File: src/rtl/core/rsb_pkg.sv
// Shared types for the run-length sprite blitter.
package rsb_pkg;

	typedef struct packed {
		logic [7:0] origin_x;
		logic [7:0] origin_y;
		logic [8:0] box_width;
	} cfg_t;

	typedef struct packed {
		logic [7:0] col;
		logic [8:0] row;
	} pos_t;

	typedef struct packed {
		logic [15:0] address;
		logic        in_canvas;
		pos_t        next_pos;
	} pix_t;

	localparam logic [1:0] REG_ORIGIN_X  = 2'd0;
	localparam logic [1:0] REG_ORIGIN_Y  = 2'd1;
	localparam logic [1:0] REG_BOX_WIDTH = 2'd2;

	localparam logic [8:0] ROW_MAX = 9'd511;
	localparam logic [7:0] COL_MAX = 8'd255;

endpackage

File: src/rtl/core/rsb_pixel_unit.sv
// Address, clip and position-advance unit shared by every pixel of a run.
module rsb_pixel_unit #(
	parameter int CANVAS_WIDTH  = 256,
	parameter int CANVAS_HEIGHT = 256
) (
	input  rsb_pkg::cfg_t cfg,
	input  rsb_pkg::pos_t pos,
	output rsb_pkg::pix_t pix
);
	import rsb_pkg::*;

	localparam logic [8:0] CW = 9'(CANVAS_WIDTH);
	localparam logic [8:0] CH = 9'(CANVAS_HEIGHT);

	logic [8:0]  cx;
	logic [9:0]  cy;
	logic        in_canvas;
	logic [16:0] row_base;
	logic [16:0] addr_full;
	logic [8:0]  wrap_at;
	logic [8:0]  col_inc;
	logic        wrap;

	assign cx = {1'b0, cfg.origin_x} + {1'b0, pos.col};
	assign cy = {2'b00, cfg.origin_y} + {1'b0, pos.row};
	assign in_canvas = (cx < CW) && (cy < {1'b0, CH});

	// in_canvas implies cy < CANVAS_HEIGHT, so the low byte of cy is exact for a height of at most 256
	assign row_base  = {9'd0, cy[7:0]} * {8'd0, CW};
	assign addr_full = row_base + {9'd0, cx[7:0]};

	assign wrap_at = (cfg.box_width == 9'd0) ? 9'd1 : cfg.box_width;
	assign col_inc = {1'b0, pos.col} + 9'd1;
	assign wrap    = (pos.col == COL_MAX) || (col_inc >= wrap_at);

	always_comb begin
		pix.address   = in_canvas ? addr_full[15:0] : 16'd0;
		pix.in_canvas = in_canvas;
		if (wrap) begin
			pix.next_pos.col = 8'd0;
			pix.next_pos.row = (pos.row == ROW_MAX) ? pos.row : pos.row + 9'd1;
		end else begin
			pix.next_pos.col = col_inc[7:0];
			pix.next_pos.row = pos.row;
		end
	end

endmodule

File: src/rtl/core/rle_sprite_blit_unit.sv
// Top level: run sequencer, configuration registers and output register.
// Each colour run of n pixels (n clamped to MAX_RUN) is accepted in a transfer, then expanded
// into one framebuffer write per cycle while the output register is not stalled, set by the
// single shared address and clip unit that the run sequencer steps through the run; a start
// item or an empty run is consumed by its transfer alone. in_ready is low while a run is being
// expanded, and a stalled output register holds the sequencer. The pixel position carries
// across runs until a start item returns it to the box's top-left.
module rle_sprite_blit_unit #(
	parameter int CANVAS_WIDTH  = 256,
	parameter int CANVAS_HEIGHT = 256,
	parameter int MAX_RUN       = 64
) (
	input  logic        clk,
	input  logic        arst_n,
	input  logic        cfg_we,
	input  logic [1:0]  cfg_index,
	input  logic [8:0]  cfg_data,
	input  logic        in_valid,
	output logic        in_ready,
	input  logic        action,
	input  logic [15:0] run_color,
	input  logic [6:0]  run_length,
	output logic        out_valid,
	input  logic        out_ready,
	output logic [15:0] pixel_address,
	output logic [15:0] pixel_color,
	output logic        write_enable,
	output logic        last
);
	import rsb_pkg::*;

	localparam logic [6:0] RUN_CAP = 7'(MAX_RUN);

	typedef enum logic [1:0] {
		ST_IDLE = 2'b01,
		ST_RUN  = 2'b10
	} state_t;

	state_t      state_q;
	cfg_t        cfg_q;
	pos_t        pos_q;
	pix_t        pix;
	logic [6:0]  left_q;
	logic [15:0] color_q;
	logic        out_valid_q;
	logic        in_xfer;
	logic        load;
	logic [6:0]  len_c;

	rsb_pixel_unit #(
		.CANVAS_WIDTH (CANVAS_WIDTH),
		.CANVAS_HEIGHT(CANVAS_HEIGHT)
	) u_pixel (
		.cfg(cfg_q),
		.pos(pos_q),
		.pix(pix)
	);

	assign in_ready = (state_q == ST_IDLE);
	assign in_xfer  = in_valid && in_ready;
	assign load     = (state_q == ST_RUN) && (!out_valid_q || out_ready);
	assign len_c    = (run_length > RUN_CAP) ? RUN_CAP : run_length;
	assign out_valid = out_valid_q;

	always_ff @(posedge clk or negedge arst_n) begin
		if (!arst_n) begin
			cfg_q.origin_x  <= 8'd0;
			cfg_q.origin_y  <= 8'd0;
			cfg_q.box_width <= 9'd1;
		end else if (cfg_we) begin
			case (cfg_index)
				REG_ORIGIN_X:  cfg_q.origin_x  <= cfg_data[7:0];
				REG_ORIGIN_Y:  cfg_q.origin_y  <= cfg_data[7:0];
				REG_BOX_WIDTH: cfg_q.box_width <= cfg_data;
				default: ;
			endcase
		end
	end

	always_ff @(posedge clk or negedge arst_n) begin
		if (!arst_n) begin
			state_q     <= ST_IDLE;
			pos_q       <= '0;
			left_q      <= 7'd0;
			out_valid_q <= 1'b0;
		end else begin
			case (state_q)
				ST_IDLE: begin
					if (in_xfer) begin
						if (!action) begin
							pos_q <= '0;
						end else if (len_c != 7'd0) begin
							left_q  <= len_c;
							state_q <= ST_RUN;
						end
					end
				end
				ST_RUN: begin
					if (load) begin
						pos_q  <= pix.next_pos;
						left_q <= left_q - 7'd1;
						if (left_q == 7'd1) begin
							state_q <= ST_IDLE;
						end
					end
				end
				default: state_q <= ST_IDLE;
			endcase
			if (load) begin
				out_valid_q <= 1'b1;
			end else if (out_ready) begin
				out_valid_q <= 1'b0;
			end
		end
	end

	always_ff @(posedge clk) begin
		if (in_xfer && action) begin
			color_q <= run_color;
		end
		if (load) begin
			pixel_address <= pix.address;
			pixel_color   <= color_q;
			write_enable  <= pix.in_canvas;
			last          <= (left_q == 7'd1);
		end
	end

	// start item returns the position to the box corner
	a_start_clears: assert property (@(posedge clk) disable iff (!arst_n)
		in_xfer && !action |=> pos_q.col == 8'd0 && pos_q.row == 9'd0)
		else $error("start transfer did not clear position");

	// a run in progress always has pixels left
	a_run_nonzero: assert property (@(posedge clk) disable iff (!arst_n)
		state_q == ST_RUN |-> left_q != 7'd0)
		else $error("run state with no pixels left");

	// row counter holds once saturated, until a start item
	a_row_sat: assert property (@(posedge clk) disable iff (!arst_n)
		pos_q.row == ROW_MAX && !(in_xfer && !action) |=> pos_q.row == ROW_MAX)
		else $error("row counter left saturation");

	// a non-empty run transfer starts the sequencer
	a_run_starts: assert property (@(posedge clk) disable iff (!arst_n)
		in_xfer && action && len_c != 7'd0 |=> state_q == ST_RUN && !in_ready)
		else $error("run transfer did not start sequencer");

	// clipped pixels carry a zero address
	a_clip_addr: assert property (@(posedge clk) disable iff (!arst_n)
		load && !pix.in_canvas |=> pixel_address == 16'd0)
		else $error("clipped pixel with nonzero address");

endmodule
File: config.mk
export PLATFORM = sky130hd
export DESIGN_NAME = rle_sprite_blit_unit
export DESIGN_NICKNAME = d
export VERILOG_FILES = /design/src/rtl/core/rsb_pkg.sv /design/src/rtl/core/rsb_pixel_unit.sv /design/src/rtl/core/rle_sprite_blit_unit.sv
export SDC_FILE = /design/constraint.sdc
export NUM_CORES = 1
export LEC_CHECK = 0
export ABC_AREA = 0
export BUFFER_PORTS_ARGS = -buffer_cell sky130_fd_sc_hd__buf_2
export CAP_MARGIN = 20
export CORE_AREA = 2 2 134 136
export DETAILED_ROUTE_END_ITERATION = 6
export DIE_AREA = 0 0 136 138
export HOLD_SLACK_MARGIN = 0.12
export PLACE_DENSITY = 0.56
export RECOVER_POWER = 25
export SKIP_CTS_REPAIR_TIMING = 1
export SYNTH_ARGS = -nofsm -noshare
export SYNTH_HDL_FRONTEND = slang
export SYNTH_HIERARCHICAL = 1
export SYNTH_SLANG_ARGS = --single-unit
File: constraint.sdc
create_clock -name clk -period 2.8 [get_ports clk]
set_input_delay 0.42 -clock clk [delete_from_list [all_inputs] [get_ports clk]]
set_output_delay 0.42 -clock clk [all_outputs]
set_load 0.02 [all_outputs]
==> results of run 1 <==
[flip-flops by register name (all words and copies together) (netlist names)]
| signal | flops |
|---|---|
| pos_q | 17 |
| color_q | 16 |
| last | 1 |
| pixel_color | 16 |
| pixel_address | 16 |
| out_valid | 1 |
| state_q | 2 |
| cfg_q | 25 |
| write_enable | 1 |
| left_q | 7 |
[cell usage after synthesis (3+ instances only)]
cell type,count
dfrtp_1,50
edfxtp_1,50
ha_1,29
mux2_2,26
a22o_1,18
nor2_1,18
inv_1,16
nor2b_1,13
and2_1,12
nand2_1,12
o21ai_0,10
xnor2_1,9
xor2_1,9
a21oi_1,8
a211oi_1,7
a21o_1,7
nand3_1,7
nor3b_1,6
o2bb2ai_1,5
and3_1,4
buf_2,4
mux2_1,4
nand2b_1,4
o211ai_1,4
nand3b_1,3
nand4_1,3
nor3_1,3
o21a_1,3
o21bai_1,3
o22ai_1,3
[area by class of cell]
class,instances,area [sq um],area share [%]
sequential,102,2810,44.2
multi-input combinational,265,2350,37.0
timing repair buffer,101,572,9.02
tap,229,287,4.52
clock buffer,11,233,3.67
inverter,16,60.1,0.947
clock inverter,5,36.3,0.572
[report_power, final]
part | total (W) | switching [W] | internal (W)
Sequential | 0.00184 | 0.000101 | 0.00174
Combinational | 0.000692 | 0.000356 | 0.000336
Clock | 0.00117 | 0.000564 | 0.000604
[cell families (layout without fill, tap and decap cells)]
family          Yosys count  after routing
xor+xnor                 18             18
fa+ha+maj                31             31
buf+inv                  25            133
simple gates             98             98
compound gates           88             88
mux                      30             30
flops                   102            102
[per-layer routing]
layer	vias up	GRT usage [%]
met5	-	0
met4	0	6.09
met3	13	2.09
met2	36	20.6
met1	1706	14.6
li1	1672	-
[worst max-delay path by stage]
| stage | end | slack, ns | cells after the start |
|---|---|---|---|
| after floorplan | pos_q[1]$_DFFE_PN0P_ | 0.09 | 11 |
| after global placement | pos_q[1]$_DFFE_PN0P_ | -0.1 | 10 |
| after detailed placement | pos_q[1]$_DFFE_PN0P_ | -0.13 | 11 |
| after CTS | pos_q[1]$_DFFE_PN0P_ | -0.13 | 11 |
| after global routing | pos_q[1]$_DFFE_PN0P_ | -0.04 | 12 |
| final | pos_q[1]$_DFFE_PN0P_ | 0.03 | 12 |
[metrics by stage]
| step | util [%] | setup TNS [ns] |
|---|---|---|
| final | 36.2 | 0 |
| after global routing | 36.2 | -0.138 |
| after CTS | 35.1 | -0.471 |
| after detailed placement | 33.6 | -0.370 |
| after global placement | 33.6 | -0.376 |
| after floorplan | - | 0 |
==> run metrics, run 1 <==
# diodes 0; unrepaired setup endpoints after global routing yes; most common cell after layout, fill and taps aside buf_2; Worst EP required roughly 3 ns; area grow syn2layout 23.9%; number of global-route vias before repair approximately 3600; post-synth top area share around 29%; Wirelength per Cell 15.4 microns; post-route ant nets 0; Max Slew Vio Count 0; post-synthesis mux area share 6.60%; Iter 0 DRT Violations 181; io pins 76; Die Height 138 microns; Slew headroom 5.01%; compound-cell area share of the yosys netlist 13.9%; cells after synthesis 392; EDFF count, synth 50; syn_area_per_cell between 10 and 15 sq um; Slowest-stage cell, CP dfrtp_1; nets approximately 570; area of the mapped netlist between 0.005 and 0.006 sq mm; fin crit share a little over nine tenths; Fill cells 1721; highest clock rate around 0.36 GHz; final setup vio count 0; Worst Hold End color_q[10]$_DFFE_PP_; worst slew pin tran 1.42 ns; CP max stage delay just under 0.4 ns; H-tree levels 3; Met2 Wirelength 5650 microns; CP Buf/Inv Count 1; R2R setup slack between 0.03 and 0.04 ns; Seq/Total Area, Yosys a little over half; Hold Path Stages 1; status finished, final reports clean; Reg2Reg Depth 12; share of post-route cells with drive strength above 1 36.4%; detailed placement HPWL a little over 8000 microns; placed insts a little over 700; Die ar. about 0.019 sq mm; Max-cap violations 0; YS warnings 6; Max Root-Sink Buffers 2; min cycle time layout between 2 and 3 ns; met3 routed WL between 200 and 300 microns; first-pass GRT wire length 17600 microns; fin worst setup slack about 0.032 ns; Fin. Hold Viols 0; Synth Area in XOR/XNOR around 3.1%; clk sink count ~100; Setup WS pre-CTS -0.129 ns; hold_sp run_color[10]; Pre-antenna DRT Iters 4; largest net degree at the start of global routing 53; IR drop worst, VDD ~0.27 mV; worst skew pair latency about 0.35 ns; clock-pin slew on the worst setup and hold paths around 0.07 ns; CP Launch Type flip-flop; CTS Root Cell clkbuf_16; R2R Path Start pos_q[9]$_DFFE_PN0P_; initial antenna violation count 0; Yosys cell types 63; Cell Pwr Density between 500 and 600 mW/mm^2; via/cell ratio approximately 4.7; Most used DFF post-synth edfxtp_1; Non-Filler Instances 729; met1 wire length approximately 5100 microns; DRC 0; overall power between 0.003 and 0.004 W; Initial Util 29.2%; Synth area leaders edfxtp_1 (29%), dfrtp_1 (24%), ha_1 (7.1%); WS Path Type reg -> reg; global route overflow 0; syn nets between 400 and 500; DRT Wirelength approximately 11000 microns; Vias roughly 3400; core box area between 0.015 and 0.02 sq mm; P_leak between 2 and 3 nW; worst-path fanout max 5; CP endpoint kind flip-flop; IO buf count 75; Hold Worst Slack 0.237 ns; Reg-to-Reg End pos_q[1]$_DFFE_PN0P_; Data arrival, critical path ~3 ns; CP delay by family, top simple AND/OR/NAND/NOR gates; CTS tree yes; GP Congestion 0.798; Worst Skew approximately 0.010 ns; CP startpoint pos_q[9]$_DFFE_PN0P_; Top Layer Used met4; site row count 49; asr flop ratio synth approximately 51%; main combinational cell family by area after synthesis compound AO/OA/AOI/OAI gates; Yosys top cell by area edfxtp_1; #FFs+latches synth 102; Post-Synth Adder-Cell Area roughly 8%; post-route cell area between 0.006 and 0.007 sq mm; most frequent cells in the layout buf_2 (75), edfxtp_1 (50), dfrtp_1 (49); Hold/Removal Path Class in -> reg; DP Area a little under 0.006 sq mm; Num CTS Buffers 9; simple-gate area share of the yosys netlist 11.5%; Tot GR Track Use roughly 12%; Cell Chain, Critical Path ha_2 > nand3_4 > nor2_2 > xor2_1 > ha_1 > and4_4 > a211oi_2 > o211ai_1 > buf_4 > and2_4 > mux2_4 > a22o_1; Die X-Extent 136 microns
No activity file was read; power rests on OpenSTA's default activity.
==> run 2: changes to the inputs <==
--- a/config.mk
+++ b/config.mk
@@ -5,14 +5,14 @@
 export SDC_FILE = /design/constraint.sdc
 export NUM_CORES = 1
 export LEC_CHECK = 0
-export ABC_AREA = 0
+export ABC_AREA = 1
 export BUFFER_PORTS_ARGS = -buffer_cell sky130_fd_sc_hd__buf_2
 export CAP_MARGIN = 20
-export CORE_AREA = 2 2 134 136
+export CORE_AREA = 2 2 140 142
 export DETAILED_ROUTE_END_ITERATION = 6
-export DIE_AREA = 0 0 136 138
+export DIE_AREA = 0 0 142 144
 export HOLD_SLACK_MARGIN = 0.12
-export PLACE_DENSITY = 0.56
+export PLACE_DENSITY = 0.55
 export RECOVER_POWER = 25
 export SKIP_CTS_REPAIR_TIMING = 1
 export SYNTH_ARGS = -nofsm -noshare
==> run 2 against run 1 <==
The flow now finishes with violations (max-capacitance violations, max-slew violations). Clock skew down 0.0032 ns. Sequential share of layout area decreased by 1.4 points. Final cell count grew 33%. Critical path depth increased by 5. Core utilization is 1.9 points lower. Worst setup slack better by 0.24 ns. Synthesized area grew 8.9%. Synthesized cell count increased by 64%. Critical path type unchanged. Critical endpoint is now pos_q[6]$_DFFE_PN0P_. Largest power group unchanged. Highest routed layer unchanged.
==> run metrics, run 2 <==
Slew headroom -24.7%; IR drop worst, VDD around 0.26 mV; area grow syn2layout 17.3%; largest register by flop count cfg_q; status finished, violations left; Most used DFF post-synth edfxtp_1; fin crit share 90.3%; via/cell ratio about 4.4; Max Root-Sink Buffers 2; Yosys top cell by area edfxtp_1; Hold/Removal Path Class in -> reg; asr flop ratio synth 51.0%; largest net degree at the start of global routing 52; Die X-Extent roughly 140 microns; Yosys cell types 39; WS Path Type reg -> reg; Seq/Total Area, Yosys approximately 50%; count leader, synth nand2_1; top cells by count, synth nand2_1 (204), inv_1 (82), dfrtp_1 (50), edfxtp_1 (50), nor2_1 (49); clock-pin slew on the worst setup and hold paths 0.08 ns; number of flip-flops under the largest register name 25; H-tree levels 3; area of the mapped netlist about 0.0056 sq mm; cells after synthesis roughly 640; Pre-antenna DRT Iters 4; Fin. Hold Viols 0; setup TNS 0 ns; Worst EP required around 3.1 ns; final setup vio count 0; # diodes 0; Die Height approximately 140 microns; failing checks max-capacitance violations, max-slew violations; highest clock rate just under 0.4 GHz; worst skew pair latency roughly 0.36 ns; YS warnings 6; unrepaired setup endpoints after global routing no; core box area 0.0191 sq mm; #FFs+latches synth 102; CP endpoint kind flip-flop; most frequent cells in the layout nand2_1 (204), inv_1 (82), buf_2 (74); Initial Util approximately 30%; CTS Root Cell clkbuf_16; Vias 4230; min cycle time layout ~2.5 ns; detailed placement HPWL 8980 microns; DRC 0; share of post-route cells with drive strength above 1 19.8%; first-pass GRT wire length between 15000 and 20000 microns; Cell Pwr Density 743 mW/mm^2; post-route cell area between 0.006 and 0.007 sq mm; DP Area just over 0.006 sq mm; nets around 800; Wirelength per Cell between 10 and 15 microns; Max Slew Vio Count 35; CP Launch Type flip-flop; IO buf count 75; placed insts 950; global route overflow 0; Fill cells 1996; P_leak ~3.2 nW; site row count between 50 and 60; syn nets around 710; CTS tree yes; Iter 0 DRT Violations between 200 and 250; initial antenna violation count 0; post-route ant nets 0; number of global-route vias before repair 3932; worst slew pin tran about 1.9 ns; Synth area leaders edfxtp_1 (27%), dfrtp_1 (22%), nand2_1 (14%); io pins 76; DRT Wirelength between 10000 and 15000 microns; Worst Skew around 0.0072 ns; EDFF count, synth 50; GP Congestion 0.808; most common cell after layout, fill and taps aside nand2_1; Non-Filler Instances between 900 and 1000; Die ar. 0.0204 sq mm; Tot GR Track Use 12.4%; clk sink count between 100 and 150; Max-cap violations 1; worst-path fanout max 17; Regs by FF count cfg_q x25, pos_q x17; Data arrival, critical path 2.77 ns; Num CTS Buffers 9; syn_area_per_cell approximately 8.7 sq um; post-synth top area share a little over a quarter
==> run 2: cell count changes after synthesis, moves of 18 or more <==
cell,change
nand3_1,+39
o21ai_0,+25
mux2_2,-25
a22o_1,-18
nor2_1,+31
inv_1,+66
nand2_1,+192
==> run 2: power by group <==
part | internal, W | switching [W] | leakage (nW)
logic | 0.000480 | 0.000976 | 1.96
clock network | 0.000716 | 0.000612 | 0.154
registers | 0.00190 | 0.000176 | 1.13
==> run 2: metal layers <==
layer / wire length, microns / part of all wire [%] / vias up / global-route usage [%]
li1: - / - / 2227 / -
met1: 6090 / 51 / 1918 / 17.4
met2: 5300 / 44 / 70 / 18.6
met3: 455 / 3.8 / 15 / 2.52
met4: 213 / 1.8 / 0 / 5.00
met5: 0 / 0 / - / 0
==> run 2: worst max-delay path, cell delays in order, from the launching register on <==
cell and delay, ns:
dfrtp_2 0.42, ha_1 0.21, nand3_2 0.11, nor2_4 0.12
nand2_1 0.07, xor2_1 0.18, inv_1 0.07, ha_1 0.31
nand2_1 0.10, nor2_2 0.06, nand3_1 0.06, nand2_1 0.09
nor2_4 0.17, nand2_4 0.17, nand2_1 0.12, nand2_1 0.06
nand2_1 0.06, nand2_1 0.06
==> run 2: kinds of logic after synthesis <==
| kind of cell | after synthesis | synth area share, % |
|---|---|---|
| and+or+nand+nor | 351 | 28.3 |
| AOI/OAI and AO/OA | 50 | 4.91 |
| adders and majority gates | 31 | 7.22 |
| DFF | 102 | 50.3 |
| xor gates and xnor gates | 13 | 2.04 |
| buffers and inverters | 94 | 7.07 |
| muxes | 1 | 0.202 |
==> run 2: cell type report <==
cell class | count | area (sq um) | share of cell area (%)
tap | 238 | 298 | 4.55
inverter | 85 | 322 | 4.91
timing repair buffer | 82 | 427 | 6.52
sequential | 102 | 2810 | 42.9
clock inverter | 7 | 87.6 | 1.34
multi-input combinational | 446 | 2380 | 36.3
clock buffer | 9 | 225 | 3.44
==> run 2: metrics by stage <==
step                hold slack, ns  setup WS [ns]  total power (W)  util (%)
floorplan                    0.124          0.433          0.00316         -
global placement             0.401          0.264          0.00356      32.5
detailed placement           0.405          0.189          0.00357      32.5
CTS                          0.162          0.164          0.00493      34.2
global route                 0.217         0.0103          0.00521      34.3
finish                       0.234          0.273          0.00486      34.3
==> run 2: path summary, 6_finish.rpt <==
| check | start | end | slack (ns) | cells past startpoint |
|---|---|---|---|---|
| max in group asynchronous | arst_n | state_q[0]$_DFFE_PN1P_ | 1.12 | 2 |
| min in group asynchronous | arst_n | cfg_q[3]$_DFFE_PN0P_ | 0.57 | 1 |
| min reg2reg | color_q[11]$_DFFE_PP_ | pixel_color[11]$_DFFE_PP_ | 0.42 | 0 |
| max reg2reg | pos_q[10]$_DFFE_PN0P_ | pos_q[6]$_DFFE_PN0P_ | 0.27 | 17 |
| min | run_color[9] | color_q[9]$_DFFE_PP_ | 0.23 | 1 |
| max | pos_q[10]$_DFFE_PN0P_ | pos_q[6]$_DFFE_PN0P_ | 0.27 | 17 |
==> run 3: changes to the inputs <==
--- a/config.mk
+++ b/config.mk
@@ -5,14 +5,15 @@
 export SDC_FILE = /design/constraint.sdc
 export NUM_CORES = 1
 export LEC_CHECK = 0
-export ABC_AREA = 1
+export ABC_AREA = 0
 export BUFFER_PORTS_ARGS = -buffer_cell sky130_fd_sc_hd__buf_2
 export CAP_MARGIN = 20
-export CORE_AREA = 2 2 140 142
+export CORE_AREA = 2 2 134 136
+export CTS_BUF_LIST = sky130_fd_sc_hd__clkbuf_8
 export DETAILED_ROUTE_END_ITERATION = 6
-export DIE_AREA = 0 0 142 144
+export DIE_AREA = 0 0 136 138
 export HOLD_SLACK_MARGIN = 0.12
-export PLACE_DENSITY = 0.55
+export PLACE_DENSITY = 0.56
 export RECOVER_POWER = 25
 export SKIP_CTS_REPAIR_TIMING = 1
 export SYNTH_ARGS = -nofsm -noshare
==> run 3 against run 2 <==
The flow now finishes without violations. Global-route usage fell by 0.28 points. Die area fell by 8.2%. Final cell count fell by 25%. Via count fell by 19%. Largest power group unchanged.
==> run metrics, run 3 (same netlist as run 1, synthesis figures left out) <==
min cycle time layout 2.77 ns; GRT busiest layer met2; Die X-Extent around 140 microns; P_leak 2.67 nW; worst skew pair latency between 0.3 and 0.4 ns; Worst EP required roughly 3.1 ns; CTS Root Cell clkbuf_8; Hold Path Stages 1; Wirelength per Cell between 15 and 20 microns; highest clock rate about 0.36 GHz; Vias 3438; Max Root-Sink Buffers 2; Cell Pwr Density roughly 540 mW/mm^2; via/cell ratio 4.72; nets approximately 570; Reg2Reg Depth 12; number of flip-flops under the largest register name 25; GRT met3 Usage under 10%; fin worst setup slack 0.0271 ns; DRT Wirelength about 11000 microns; Max Slew Vio Count 0; detailed placement HPWL slightly above 8000 microns; post-route ant nets 0; Max-cap violations 0; area grow syn2layout 21.9%; CP Launch Type flip-flop; Cell Chain, Critical Path ha_2 > nand3_4 > nor2_2 > xor2_1 > ha_1 > and4_4 > a211oi_2 > o211ai_1 > buf_4 > and2_4 > mux2_4 > a22o_1; Iter 0 DRT Violations roughly 220; clk sink count 102; WS Path Type reg -> reg; most common cell after layout, fill and taps aside buf_2; site row count 49; Non-Filler Instances about 730; worst slew pin tran between 1 and 1.5 ns; Data arrival, critical path 3.05 ns; final setup vio count 0; clock-pin slew on the worst setup and hold paths 0.10 ns; CP max stage delay about 0.4 ns; largest register by flop count cfg_q; share of post-route cells with drive strength above 1 approximately 36%; first-pass GRT wire length about 18000 microns; IO buf count 75; Worst Skew around 0.018 ns; io pins 76; status finished, final reports clean; GP Congestion 0.798; Die ar. 0.0188 sq mm; DRC 0; met2 Use GR about 20%; worst-path fanout max 5; Pre-antenna DRT Iters 4; most frequent cells in the layout buf_2 (75), edfxtp_1 (50), dfrtp_1 (49); unrepaired setup endpoints after global routing yes; placed insts a little over 700; H-tree levels 3; Slew headroom under 10%; met1 global-route usage between 10% and 20%; Regs by FF count cfg_q x25, pos_q x17; initial antenna violation count 0; CTS tree yes; Initial Util between 20% and 30%; IR drop worst, VDD 0.206 mV; global route overflow 0; Num CTS Buffers 9; CP endpoint kind flip-flop; Tot GR Track Use between 10% and 20%; Die Height roughly 140 microns; largest net degree at the start of global routing 53; Setup WS pre-CTS -0.129 ns; Slowest-stage cell, CP dfrtp_1; number of global-route vias before repair between 3000 and 4000; core box area about 0.018 sq mm; Fin. Hold Viols 0; Hold/Removal Path Class in -> reg; fin crit share just under 100%; # diodes 0
==> run 3: power by group <==
| group | switching, W | internal [W] |
|---|---|---|
| registers | 0.000101 | 0.00173 |
| logic | 0.000356 | 0.000337 |
| clock network | 0.000530 | 0.000317 |
==> run 3: layout make-up <==
cell class	instances	area, sq um
Clock buffer	9	124
Clock inverter	7	43.8
Fill cell	1729	11300
Inverter	16	60.1
Multi-Input combinational cell	265	2350
Sequential cell	102	2810
Tap cell	229	287
Timing Repair Buffer	101	572
==> run 3: routing by layer <==
| layer | wire, microns | vias up |
|---|---|---|
| met5 | 0 | - |
| met4 | 223 | 0 |
| met3 | 279 | 13 |
| met2 | 5660 | 41 |
| met1 | 5100 | 1713 |
| li1 | - | 1671 |
==> run 3: worst max-delay path, delay by kind of cell (launching register included) <==
family | cells | cell delay, ns
AOI/OAI and AO/OA | 3 | 0.53
xor gates and xnor gates | 1 | 0.20
adders and majority gates | 2 | 0.51
buffers and inverters | 1 | 0.18
DFF | 1 | 0.40
muxes | 1 | 0.29
and+or+nand+nor | 4 | 0.56
==> run 3: path summary, 6_finish.rpt <==
check	start	end	slack, ns
setup reg to reg	pos_q[9]$_DFFE_PN0P_	pos_q[1]$_DFFE_PN0P_	0.03
setup / recovery	pos_q[9]$_DFFE_PN0P_	pos_q[1]$_DFFE_PN0P_	0.03
min in group asynchronous	arst_n	left_q[6]$_DFFE_PN0P_	0.43
hold / removal	run_color[10]	color_q[10]$_DFFE_PP_	0.20
hold reg to reg	color_q[15]$_DFFE_PP_	pixel_color[15]$_DFFE_PP_	0.43
max in group asynchronous	arst_n	pos_q[14]$_DFFE_PN0P_	1.42
==> run 3: stage by stage <==
| stage | hold slack, ns | instance area [sq um] | power [W] | setup TNS [ns] | util [%] |
|---|---|---|---|---|---|
| detailed placement | 0.405 | 5890 | 0.00252 | -0.370 | 33.6 |
| global route | 0.177 | 6240 | 0.00357 | -0.139 | 35.6 |
| global placement | 0.401 | 5890 | 0.00249 | -0.376 | 33.6 |
| finish | 0.201 | 6240 | 0.00337 | 0 | 35.6 |
| CTS | 0.172 | 6050 | 0.00339 | -0.505 | 34.5 |
| floorplan | 0.124 | 5120 | 0.00231 | 0 | - |
